===== src/rtl/clrs_pkg.sv =====
// Package for the clock replacement set: codes, cell modes, FSM states.
// No dependencies.
`timescale 1ns / 1ps
`default_nettype none
package clrs_pkg;

   localparam int ENTRIES_DEFAULT  = 16;
   localparam int KEY_BITS_DEFAULT = 32;
   localparam int KEY_PORT_BITS    = 32;
   localparam int CAP_BITS         = 5;
   localparam logic [CAP_BITS-1:0] CAPACITY_RESET = 5'd16;

   // command codes
   localparam logic CMD_ADD   = 1'b0;
   localparam logic CMD_TOUCH = 1'b1;

   // status codes
   localparam logic [1:0] STATUS_DONE     = 2'd0;
   localparam logic [1:0] STATUS_MISS     = 2'd1;
   localparam logic [1:0] STATUS_DISABLED = 2'd2;

   // register indexes
   localparam logic REG_CAPACITY = 1'b0;
   localparam logic REG_ENABLE   = 1'b1;

   typedef enum logic [1:0] {
      ST_IDLE,
      ST_EXEC,
      ST_SWEEP,
      ST_INSERT
   } state_type;

   typedef enum logic [2:0] {
      CM_HOLD,
      CM_TOUCH,
      CM_CLEAR,
      CM_REMOVE,
      CM_INSERT
   } cell_mode_type;

   typedef struct packed {
      cell_mode_type mode;
   } cell_ctl_type;

endpackage
`default_nettype wire


===== src/rtl/clrs_cell.sv =====
// One slot of the sorted set: key, reference bit, local compare and shift.
// Depends on clrs_pkg.
`timescale 1ns / 1ps
`default_nettype none
module clrs_cell #(
   parameter int KEY_BITS = clrs_pkg::KEY_BITS_DEFAULT,
   parameter int ENTRIES  = clrs_pkg::ENTRIES_DEFAULT,
   parameter int IDX      = 0,
   parameter int IW       = (ENTRIES > 1) ? $clog2(ENTRIES) : 1,
   parameter int CW       = $clog2(ENTRIES + 1)
) (
   input  wire                     clock,
   input  clrs_pkg::cell_ctl_type  ctl,
   input  wire [IW-1:0]            sel_idx,
   input  wire [CW-1:0]            count,
   input  wire [KEY_BITS-1:0]      key,
   input  wire [KEY_BITS-1:0]      left_key,
   input  wire                     left_lt,
   input  wire                     left_ref,
   input  wire [KEY_BITS-1:0]      right_key,
   input  wire                     right_ref,
   output logic [KEY_BITS-1:0]     key_out,
   output logic                    ref_out,
   output logic                    lt_out,
   output logic                    eq_out
);
   import clrs_pkg::*;

   logic [KEY_BITS-1:0] key_ff, key_in;
   logic                ref_ff, ref_in;
   logic                valid;
   logic                hit;

   assign valid  = IDX < int'(count);
   assign hit    = IDX == int'(sel_idx);
   assign lt_out = valid && (key_ff < key);
   assign eq_out = valid && (key_ff == key);
   assign key_out = key_ff;
   assign ref_out = ref_ff;

   // slot update: hold, mark, clear, close a gap, or open one
   always_comb begin
      key_in = key_ff;
      ref_in = ref_ff;
      unique case (ctl.mode)
         CM_HOLD: begin
         end
         CM_TOUCH: begin
            if (eq_out) ref_in = 1'b1;
         end
         CM_CLEAR: begin
            if (hit) ref_in = 1'b0;
         end
         CM_REMOVE: begin
            if (IDX >= int'(sel_idx)) begin
               key_in = right_key;
               ref_in = right_ref;
            end
         end
         CM_INSERT: begin
            if (!lt_out) begin
               if (left_lt) begin
                  key_in = key;
                  ref_in = 1'b1;
               end else begin
                  key_in = left_key;
                  ref_in = left_ref;
               end
            end
         end
         default: begin
         end
      endcase
   end

   always_ff @(posedge clock) begin
      key_ff <= key_in;
      ref_ff <= ref_in;
   end

endmodule
`default_nettype wire


===== src/rtl/clock_replacement_set.sv =====
// Top level of the clock replacement set: control FSM and row of slot cells.
// Depends on clrs_pkg and clrs_cell.
//
// Usage:
//   Command channel: drive req_command / req_key with start high; the beat is
//   taken at a rising edge where busy is low. busy stays high until the
//   result has been issued.
//   Result channel: rsp_strobe is high for one cycle with rsp_status,
//   rsp_evicted and rsp_victim_key. The receiver cannot stall it.
//   Configuration: csr_write with csr_index (0 capacity, 1 enable) and
//   csr_data, taken at once; write only while busy is low.
// Sequence: a touch and a disabled command pass through ST_EXEC before the
//   strobe, an add without eviction through ST_EXEC and then ST_INSERT. An add that
//   evicts walks the clock hand one slot per cycle in ST_SWEEP between those
//   two states. The next command may be accepted in the strobe cycle.
// Storage: a row of ENTRIES cells, each holding one key and its reference
//   bit, shifting to neighbors on insert and remove.
// Reset: empties the set, hand at slot 0, capacity 16, enable 1.
`timescale 1ns / 1ps
`default_nettype none
module clock_replacement_set #(
   parameter int ENTRIES  = clrs_pkg::ENTRIES_DEFAULT,
   parameter int KEY_BITS = clrs_pkg::KEY_BITS_DEFAULT
) (
   input  wire                                clock,
   input  wire                                reset,
   input  wire                                start,
   output logic                               busy,
   input  wire                                req_command,
   input  wire [clrs_pkg::KEY_PORT_BITS-1:0]  req_key,
   output logic                               rsp_strobe,
   output logic [1:0]                         rsp_status,
   output logic                               rsp_evicted,
   output logic [clrs_pkg::KEY_PORT_BITS-1:0] rsp_victim_key,
   input  wire                                csr_write,
   input  wire                                csr_index,
   input  wire [clrs_pkg::CAP_BITS-1:0]       csr_data
);
   import clrs_pkg::*;

   localparam int IW = (ENTRIES > 1) ? $clog2(ENTRIES) : 1;
   localparam int CW = $clog2(ENTRIES + 1);

   state_type state_ff, state_in;

   logic                cmd_ff, cmd_in;
   logic [KEY_BITS-1:0] key_ff, key_in;
   logic [CW-1:0]       count_ff, count_in;
   logic [IW-1:0]       hand_ff, hand_in;
   logic [CAP_BITS-1:0] capacity_ff;
   logic                enable_ff;

   logic                strobe_ff, strobe_in;
   logic [1:0]          status_ff, status_in;
   logic                evicted_ff, evicted_in;
   logic [KEY_BITS-1:0] victim_ff, victim_in;

   cell_ctl_type        ctl;
   logic [IW-1:0]       sel_idx;

   logic [KEY_BITS-1:0] cell_key [ENTRIES];
   logic                cell_ref [ENTRIES];
   logic [ENTRIES-1:0]  cell_lt;
   logic [ENTRIES-1:0]  cell_eq;

   logic accept;
   logic any_eq;
   logic full;
   logic set_full;

   assign busy   = state_ff != ST_IDLE;
   assign accept = start && !busy;
   assign any_eq = |cell_eq;
   assign set_full = int'(count_ff) >= ENTRIES;
   assign full   = (count_ff != '0) &&
                   ((int'(count_ff) >= int'(capacity_ff)) || set_full);

   // row of slot cells, each tied to its neighbors
   for (genvar i = 0; i < ENTRIES; i++) begin : g_cell
      logic [KEY_BITS-1:0] lk, rk;
      logic                llt, lref, rref;
      if (i == 0) begin : g_first
         assign lk   = '0;
         assign lref = 1'b0;
         assign llt  = 1'b1;
      end else begin : g_mid
         assign lk   = cell_key[i-1];
         assign lref = cell_ref[i-1];
         assign llt  = cell_lt[i-1];
      end
      if (i == ENTRIES - 1) begin : g_last
         assign rk   = cell_key[i];
         assign rref = cell_ref[i];
      end else begin : g_inner
         assign rk   = cell_key[i+1];
         assign rref = cell_ref[i+1];
      end
      clrs_cell #(
         .KEY_BITS (KEY_BITS),
         .ENTRIES  (ENTRIES),
         .IDX      (i),
         .IW       (IW),
         .CW       (CW)
      ) u_cell (
         .clock     (clock),
         .ctl       (ctl),
         .sel_idx   (sel_idx),
         .count     (count_ff),
         .key       (key_ff),
         .left_key  (lk),
         .left_lt   (llt),
         .left_ref  (lref),
         .right_key (rk),
         .right_ref (rref),
         .key_out   (cell_key[i]),
         .ref_out   (cell_ref[i]),
         .lt_out    (cell_lt[i]),
         .eq_out    (cell_eq[i])
      );
   end

   // next state
   always_comb begin
      state_in = state_ff;
      unique case (state_ff)
         ST_IDLE: begin
            if (accept) state_in = ST_EXEC;
         end
         ST_EXEC: begin
            if (!enable_ff || cmd_ff == CMD_TOUCH) state_in = ST_IDLE;
            else if (full) state_in = ST_SWEEP;
            else state_in = ST_INSERT;
         end
         ST_SWEEP: begin
            if (!cell_ref[hand_ff]) state_in = ST_INSERT;
         end
         ST_INSERT: begin
            state_in = ST_IDLE;
         end
         default: state_in = ST_IDLE;
      endcase
   end

   // datapath control and result
   always_comb begin
      cmd_in     = cmd_ff;
      key_in     = key_ff;
      count_in   = count_ff;
      hand_in    = hand_ff;
      strobe_in  = 1'b0;
      status_in  = status_ff;
      evicted_in = evicted_ff;
      victim_in  = victim_ff;
      ctl.mode   = CM_HOLD;
      sel_idx    = hand_ff;
      unique case (state_ff)
         ST_IDLE: begin
            if (accept) begin
               cmd_in     = req_command;
               key_in     = KEY_BITS'(req_key);
               evicted_in = 1'b0;
               victim_in  = '0;
            end
         end
         ST_EXEC: begin
            if (!enable_ff) begin
               strobe_in = 1'b1;
               status_in = STATUS_DISABLED;
            end else if (cmd_ff == CMD_TOUCH) begin
               ctl.mode  = CM_TOUCH;
               strobe_in = 1'b1;
               status_in = any_eq ? STATUS_DONE : STATUS_MISS;
            end else if (full && int'(hand_ff) >= int'(count_ff)) begin
               hand_in = '0;
            end
         end
         ST_SWEEP: begin
            if (cell_ref[hand_ff]) begin
               // second chance: clear and move on
               ctl.mode = CM_CLEAR;
               hand_in  = (int'(hand_ff) + 1 >= int'(count_ff)) ? '0 : IW'(int'(hand_ff) + 1);
            end else begin
               ctl.mode   = CM_REMOVE;
               victim_in  = cell_key[hand_ff];
               evicted_in = 1'b1;
               count_in   = CW'(int'(count_ff) - 1);
               hand_in    = (int'(hand_ff) + 1 < int'(count_ff)) ? hand_ff : '0;
            end
         end
         ST_INSERT: begin
            strobe_in = 1'b1;
            status_in = STATUS_DONE;
            if (!any_eq && !set_full) begin
               ctl.mode = CM_INSERT;
               count_in = CW'(int'(count_ff) + 1);
               if (count_ff == '0) hand_in = '0;
               else if (!cell_lt[hand_ff]) hand_in = IW'(int'(hand_ff) + 1);
            end
         end
         default: begin
         end
      endcase
   end

   // control registers
   always_ff @(posedge clock) begin
      if (reset) begin
         state_ff    <= ST_IDLE;
         count_ff    <= '0;
         hand_ff     <= '0;
         strobe_ff   <= 1'b0;
         capacity_ff <= CAPACITY_RESET;
         enable_ff   <= 1'b1;
      end else begin
         state_ff  <= state_in;
         count_ff  <= count_in;
         hand_ff   <= hand_in;
         strobe_ff <= strobe_in;
         if (csr_write) begin
            unique case (csr_index)
               REG_CAPACITY: capacity_ff <= csr_data;
               REG_ENABLE:   enable_ff   <= csr_data[0];
               default: begin
               end
            endcase
         end
      end
   end

   // payload registers
   always_ff @(posedge clock) begin
      cmd_ff     <= cmd_in;
      key_ff     <= key_in;
      status_ff  <= status_in;
      evicted_ff <= evicted_in;
      victim_ff  <= victim_in;
   end

   assign rsp_strobe     = strobe_ff;
   assign rsp_status     = status_ff;
   assign rsp_evicted    = evicted_ff;
   assign rsp_victim_key = KEY_PORT_BITS'(victim_ff);

`ifndef ASSERT_OFF
   a_count_bound: assert property (@(posedge clock) disable iff (reset)
      int'(count_ff) <= ENTRIES)
      else $error("entry count above depth");

   a_sweep_nonempty: assert property (@(posedge clock) disable iff (reset)
      (state_ff == ST_SWEEP) |-> (count_ff != '0 && int'(hand_ff) < int'(count_ff)))
      else $error("hand sweep on empty set or hand out of range");

   a_evict_done: assert property (@(posedge clock) disable iff (reset)
      (rsp_strobe && rsp_evicted) |-> (rsp_status == STATUS_DONE))
      else $error("eviction reported with non-done status");

   a_strobe_idle: assert property (@(posedge clock) disable iff (reset)
      rsp_strobe |-> $past(state_ff == ST_EXEC || state_ff == ST_INSERT))
      else $error("result beat without finishing state");
`endif

endmodule
`default_nettype wire

===== config.mk =====
export PLATFORM = sky130hd
export DESIGN_NAME = clock_replacement_set
export DESIGN_NICKNAME = d
export VERILOG_FILES = /design/src/rtl/clrs_pkg.sv /design/src/rtl/clrs_cell.sv /design/src/rtl/clock_replacement_set.sv
export SDC_FILE = /design/constraint.sdc
export NUM_CORES = 2
export LEC_CHECK = 0
export ABC_AREA = 1
export BUFFER_PORTS_ARGS = -buffer_cell sky130_fd_sc_hd__buf_2
export CAP_MARGIN = 30
export CORE_MARGIN = 4
export CORE_UTILIZATION = 55
export CTS_BUF_LIST = sky130_fd_sc_hd__clkbuf_8
export DETAILED_ROUTE_END_ITERATION = 10
export PLACE_DENSITY = 0.83
export SETUP_SLACK_MARGIN = 0.5
export SYNTH_ARGS = -nofsm -noshare
export SYNTH_HDL_FRONTEND = slang
export SYNTH_SLANG_ARGS = --single-unit

===== constraint.sdc =====
create_clock -name clock -period 4.3 [get_ports clock]
set_input_delay 0.43 -clock clock [delete_from_list [all_inputs] [get_ports clock]]
set_output_delay 0.43 -clock clock [all_outputs]
set_load 0.02 [all_outputs]

* Word-level counts from Yosys, hierarchy flattened
Index checks and enable logic that the tools add are counted.
** Operators by class
- $add $sub $neg :: 3
- Multiply operators :: 0
- Div/mod/pow operators :: 0
- $lt $le $gt $ge :: 54
- Equal/unequal tests :: 110
- Shift-type cells :: 0
- Mux-type cells :: 198
- Bitwise gates (word level) :: 3
- Reduce and logical (&&, ||, !) cells :: 95
** Operators with widths (count)
- $mux 32 :: 49
- $pmux 32 s2 :: 16
- $eq 32x32->1 :: 16
- $lt 32x32->1 :: 16
- $bmux 32 s4 :: 1
- $ne 2x1->1 const B :: 47
- $mux 1 :: 90
- $reduce_and 5->1 :: 15
- $pmux 1 s4 :: 15
- $reduce_and 3->1 :: 17
- $ne 2x2->1 const B :: 22
- $lt 4x5->1 const A :: 8
- $logic_and 1x1->1 :: 36
- $mux 4 :: 9
- $eq 4x4->1 const A :: 8
- $ge 32x6->1 :: 1
- $lt 32x6->1 :: 1
- $ge 4x4->1 const A :: 7
- $lt 3x5->1 const A :: 4
- $eq 3x4->1 const A :: 4
- $ge 3x4->1 const A :: 4
- $reduce_or 16->1 :: 1
- $pmux 4 s3 :: 1
- $reduce_and 2->1 :: 6
- 42 further kinds :: 69
** Storage, ports and cells
- Bits in registers :: 614
- Bits in latches :: 0
- RAM bits :: 0
- Memory bits (read-only) :: 0
- Input port bits :: 43
- Output and inout bits :: 37
- Word-level logic and storage cells :: 506
- Memories kept :: 0

* Logic depth before layout (Yosys ltp)
- Depth after elaboration :: 10
- Gate-level depth with buffers :: 25
- Depth with buffers taken out :: 25

* Cells and area by module
A second synthesis with hierarchy kept.
** Unflattened totals
- Cells, all modules :: 6912
- Area, all modules :: 51340.5 µm²
** By module, submodules not included
- clock_replacement_set :: times used 1, cells an instance 1247, area each 8464.4 µm², seq. area each 2402.3 µm²
- clrs_cell (g_cell[9].u_cell) :: times used 1, cells an instance 356, area each 2731.4 µm², seq. area each 991.0 µm²
- clrs_cell (g_cell[4].u_cell) :: times used 1, cells an instance 356, area each 2716.4 µm², seq. area each 991.0 µm²
- clrs_cell (g_cell[8].u_cell) :: times used 1, cells an instance 359, area each 2701.3 µm², seq. area each 991.0 µm²
- clrs_cell (g_cell[10].u_cell) :: times used 1, cells an instance 361, area each 2688.8 µm², seq. area each 991.0 µm²
- clrs_cell (g_cell[14].u_cell) :: times used 1, cells an instance 364, area each 2688.8 µm², seq. area each 991.0 µm²
- clrs_cell (g_cell[13].u_cell) :: times used 1, cells an instance 356, area each 2683.8 µm², seq. area each 991.0 µm²
- clrs_cell (g_cell[2].u_cell) :: times used 1, cells an instance 362, area each 2682.6 µm², seq. area each 991.0 µm²
- clrs_cell (g_cell[6].u_cell) :: times used 1, cells an instance 356, area each 2681.3 µm², seq. area each 991.0 µm²
- clrs_cell (g_cell[7].u_cell) :: times used 1, cells an instance 341, area each 2678.8 µm², seq. area each 991.0 µm²
- clrs_cell (g_cell[0].u_cell) :: times used 1, cells an instance 346, area each 2676.3 µm², seq. area each 991.0 µm²
- clrs_cell (g_cell[12].u_cell) :: times used 1, cells an instance 360, area each 2675.1 µm², seq. area each 991.0 µm²
- clrs_cell (g_cell[11].u_cell) :: times used 1, cells an instance 352, area each 2673.8 µm², seq. area each 991.0 µm²
- clrs_cell (g_cell[3].u_cell) :: times used 1, cells an instance 346, area each 2666.3 µm², seq. area each 991.0 µm²
- 3 more rows

* Least setup slack after synthesis
Ideal clock, no wire load.
- Path kind :: register -> register
- From :: reg key_ff[31]
- To :: reg g_cell[13].u_cell.key_ff[0] (enable)
- Library setup time :: 0.421 ns
- Data arrival time :: 3.846 ns
- Data required time :: 3.879 ns
- Path slack :: 0.033 ns
- Cell stages (with the launch flop) :: 19
- Buffers on the path :: 2
- Cells stage by stage :: edfxtp_1 > inv_1 > ha_1 > nand2_1 > inv_1 > nand3_1 > nor3_1 > nor2b_1 > nand3_1 > nand2_1 > inv_1 > nand4_1 > nor2_2 > nand3_4 > nand2_2 > inv_2 > buf_2 > buf_2 > nor2_1
** On the way
- Word-level cells in the longest chain between the ends :: 10
** Ends and longest elaborated chain
- start, declared :: RTL line clock_replacement_set.sv:47 : logic [KEY_BITS-1:0] key_ff, key_in;
- start signal, assigned :: RTL line clock_replacement_set.sv:233 : key_ff <= key_in;
- $eq 32x32->1 :: RTL line clrs_cell.sv:37 : assign eq_out = valid && (key_ff == key);
- $logic_and 1x1->1 :: RTL line clrs_cell.sv:37
- $reduce_or 16->1 :: RTL line clock_replacement_set.sv:73 : assign any_eq = |cell_eq;
- $logic_not 1->1 :: RTL line clock_replacement_set.sv:193 : if (!any_eq && !set_full) begin
- $logic_and 1x1->1 :: RTL line clock_replacement_set.sv:193
- $mux 3 :: RTL line clock_replacement_set.sv:193
- $pmux 3 s3 :: RTL line clock_replacement_set.sv:156 : unique case (state_ff)
- $eq 3x3->1 or $eq 3x2->1 (tied branches) :: RTL line clrs_cell.sv:45 : unique case (ctl.mode)
- $ne 2x2->1 (no source line) (tied with other cells)
- $reduce_and 3->1 (no source line) (*)
- end signal, assigned :: RTL line clrs_cell.sv:77 : key_ff <= key_in;
- end, declared :: RTL line clrs_cell.sv:29 : logic [KEY_BITS-1:0] key_ff, key_in;
Every way passes the cells marked *; elsewhere a longest branch is shown, timed or not.
A chain may end at the register's enable or synchronous reset.

* Worst setup path in the final report
- From :: reg key_ff[9]
- To :: reg g_cell[10].u_cell.key_ff[29], data pin
** On the way
- Word-level cells in the longest chain between the ends :: 9
** Ends and longest elaborated chain (RTL line)
- $eq 32x32->1 :: clrs_cell.sv:37
- $logic_and 1x1->1 :: clrs_cell.sv:37
- $reduce_or 16->1 :: clock_replacement_set.sv:73
- $logic_not 1->1 :: clock_replacement_set.sv:193
- $logic_and 1x1->1 :: clock_replacement_set.sv:193
- $mux 3 :: clock_replacement_set.sv:193
- $pmux 3 s3 :: clock_replacement_set.sv:156
- $eq 3x3->1 or $eq 3x2->1 (tied branches) :: clrs_cell.sv:45
- $pmux 32 s2 (*) :: clrs_cell.sv:45
- via g_cell[10].u_cell.key_in[29] :: clrs_cell.sv:29
- end signal, assigned :: clrs_cell.sv:77
- end, declared :: clrs_cell.sv:29
Mark *: on every way through the listed nets, which the timed path passes. The rest lies on a longest branch. The select of a mux whose other input is x is not followed.

==> flow_summary_export.csv <==
group,metric,value,unit
pwr,leakage,23.43,nW
worst_setup_path,crit_path_end_kind,"flop",
placed_design,port_buffers,79,
timing,min_period,3858,ps
cts,cts_buffers,113,
worst_setup_path,reg2regPathDepth,12,
synthesis,synth_top_flop_cell,"edfxtp_1",
worst_setup_path,cp-start-kind,"flop",
timing,fin_crit_sh,89.73,%
global_route,grt_start_max_net_pins,102,
timing,hold_ws,121.4,ps
global_route,grt_pass1_vias,42781,
finish,regArea,18270,sq um
detailed_routing,avgRoutedWirePerCell,26.64,um
worst_setup_path,crit_family,"compound AO/OA/AOI/OAI gates",
cts,cts_root_buffer,"clkbuf_8",
cts,clockBufferDepth,3,
synthesis,ys_seq_elements,614,
placed_design,place_congestion,1.045,
synthesis,synth_cell_types,57,
detailed_routing,wl,190.9,mm
min_path,hold_path.class,"primary input to flop",
synthesis,yosysSeqAreaShare,38.93,%
timing,hold_violations,0,
global_route,antenna_found_initial,12,
global_route,grt_use_total,40.55,%
worst_setup_path,worstPathCellList,"inv_1 -> buf_4 -> ha_1 -> a21oi_1 -> o21ai_0 -> a21oi_1 -> nand2_1 -> nand2_1 -> nand2_2 -> buf_12 -> o211ai_1 -> o21ai_0",
min_path,min_path_cells,4,
timing,rsz0062_at_grt,"yes",
floorplanning,initial_utilization,55.77,%
min_path,min_to,"capacity_ff[3]$_SDFFE_PP0P_",
synthesis,synthesis.nets,6347,
global_route,grt_pass1_wl,274.2,mm
synthesis,synthXorXnorAreaFrac,0.1121,%
finish,fin_cells,7166,
synthesis,ys.warnings.count,0,
finish,multiInputGateArea,24850,sq um
synthesis,synth_area_per_cell,8.127,sq um
detailed_routing,drt_iter0_drc,7667,
synthesis,synth-simple-area-share,14.01,%
cts,clk_latency,820,ps
synthesis,synth_top_family_by_area,"compound AO/OA/AOI/OAI gates",
worst_setup_path,cp_slowest_cell,"a21oi_1",
worst_setup_path,r2r-start,"key_ff[9]$_DFFE_PP_",
pwr,peakVddDrop,0.0003563,V
placed_design,place_hpwl,136.8,mm
timing,max-slew-margin-rel,36.83,%
floorplanning,dieWidth,300.0,um
min_path,hp-start,"csr_index",
pwr,power,31.55,mW
synthesis,synth_mux_area_share,0,%
floorplanning,pin_count,80,
worst_setup_path,critPathBufInv,3,
detailed_routing,drtAntennaViolNets,0,
finish,final_common_cell,"nand2_1",
global_route,overflow,0,
finish,most-common-layout-cells,"nand2_1, o21ai_0, inv_1",
timing,finalSetupTns,0,ps
floorplanning,std_cell_rows,106,
floorplanning,coreArea,84090,sq um
detailed_routing,drc,0,
cts,cts_sinks,614,
detailed_routing,vias_per_cell,6.525,
synthesis,synthTopCellsByArea,"edfxtp_1, ha_1, nand2_1",
synthesis,netlist_area,46890,sq um
timing,max_slew.worst_pin.slew,947.5,ps
finish,nFillCells,7193,
synthesis,syn_inst,5770,
job,maxCapViolCount,0,
timing,slew_violations,0,
worst_setup_path,reg2reg_slack,440,ps
finish,final_cell_area,53310,sq um
detailed_routing,firstDrtPassIters,9,
finish,area_growth,13.69,%
cts,cts_tree,"built",
outcome,status,"complete, no violations",
placed_design,dpl_cell_area,49740,sq um
worst_setup_path,crit_arrival,4400,ps
synthesis,synth.top_cell.area_share,38.17,%
placed_design,dp.cells,6876,
worst_setup_path,reg2reg_to,"g_cell[10].u_cell.key_out[29]$_DFFE_PP_",
finish,drive_gt1_share,10.30,%
worst_setup_path,crit_fanout,64,
synthesis,yosys.area.top_type,"edfxtp_1",
timing,max_freq,259.2,MHz
cts,htreeDepth,3,
synthesis,synth_compound_area_share,23.86,%
synthesis,async_flop_share,0,%
cts,cts.clk_slew.worst_paths,70,ps
worst_setup_path,critical_path_class,"flop to flop",
detailed_routing,num_vias,46757,
timing,finalSetupViolCount,0,
synthesis,synth_edf_count,596,
timing,clock_skew,51.58,ps
finish,finalNetCount,6514,
synthesis,synthAdderAreaFrac,14.25,%
worst_setup_path,max_stage_delay,700,ps
floorplanning,die_area,89990,sq um
worst_setup_path,critPathRequiredTime,4850,ps
pwr,powerDensity,591.7,nW/um^2
floorplanning,die_h,300.0,um
worst max-delay path by stage:
stage | startpoint | to | cells past startpoint
floorplan | key_ff[31]$_DFFE_PP_ | g_cell[13].u_cell.key_out[0]$_DFFE_PP_ | 18
global placement | key_ff[15]$_DFFE_PP_ | g_cell[13].u_cell.key_out[7]$_DFFE_PP_ | 17
detailed placement | key_ff[15]$_DFFE_PP_ | g_cell[13].u_cell.key_out[4]$_DFFE_PP_ | 14
CTS | key_ff[23]$_DFFE_PP_ | g_cell[14].u_cell.key_out[23]$_DFFE_PP_ | 17
global route | key_ff[29]$_DFFE_PP_ | g_cell[13].u_cell.key_out[23]$_DFFE_PP_ | 19
finish | key_ff[9]$_DFFE_PP_ | g_cell[10].u_cell.key_out[29]$_DFFE_PP_ | 12
where the power goes:
part | internal, mW | switching, mW
sequential | 8.51 | 0.973
clock | 3.33 | 2.83
combinational | 4.60 | 11.3
cells in the mapped netlist, types with 45 or more instances:
library cell,instances
nor2_1,246
clkbuf_1,223
o21ai_1,179
a21oi_1,478
nand4_1,45
nand3_1,86
inv_1,663
o211ai_1,443
o21ai_0,692
edfxtp_1,596
nand2_1,1219
ha_1,534
buf_2,64
what timing repair did:
action | CTS | global route
hold buffers | 43 | 0
hold endpoints to repair | 43 | 0
setup buffers | 9 | 19
resized for setup | 22 | 61
endpoints found under the setup margin | 769 | 888
pin swaps | 1 | 13
gates cloned | 0 | 9
sequential cells by signal, summed over array words and instances (netlist names), named ones only:
register and cells:
g_cell.u_cell.key_out 512, key_ff 32, rsp_victim_key 32, g_cell.u_cell.ref_out 16, capacity_ff 5, count_ff 5, hand_ff 4, rsp_status 2
cmd_ff 1, enable_ff 1, rsp_evicted 1, rsp_strobe 1, state_ff 1
worst register-to-register path: cells and delay by family, from the launching register on:
| kind | cells | cell delay [ps] |
|---|---|---|
| AO/OA/AOI/OAI | 5 | 1690 |
| AND/OR/NAND/NOR | 3 | 670 |
| buffers and inverters | 3 | 540 |
| flip-flops | 1 | 390 |
| adder cells (fa/ha/maj) | 1 | 320 |
cell families after synthesis:
family,count (synthesis)
and+or+nand+nor,1656
AOI/OAI and AO/OA,1934
buffers and inverters,1026
xor gates and xnor gates,6
DFF,614
adders and majority gates,534
through the flow:
step | setup slack, ps | util (%)
detailed placement | 210.1 | 59.15
global route | 450.9 | 63.40
floorplan | 32.79 | -
finish | 441.7 | 63.40
global placement | 327.3 | 59.13
CTS | 507.8 | 62.65
area by class of cell:
type | count | area share (%)
Inverter | 675 | 4.870
Clock inverter | 94 | 1.486
Sequential cell | 614 | 34.26
Tap cell | 1134 | 2.661
Clock buffer | 114 | 2.943
Antenna cell | 2 | 0.009388
Multi-Input combinational cell | 4130 | 46.62
Timing Repair inverter | 2 | 0.04224
Timing Repair Buffer | 401 | 7.109
routing by layer:
layer,GRT usage [%],wire [um],vias to the layer above
met3,13.46,31050,770
met1,55.09,70700,21327
met2,57.56,76240,3891
met4,21.05,12790,16
li1,-,-,20753
met5,0,107,-
Note: power is estimated with default switching activity, not from simulation.
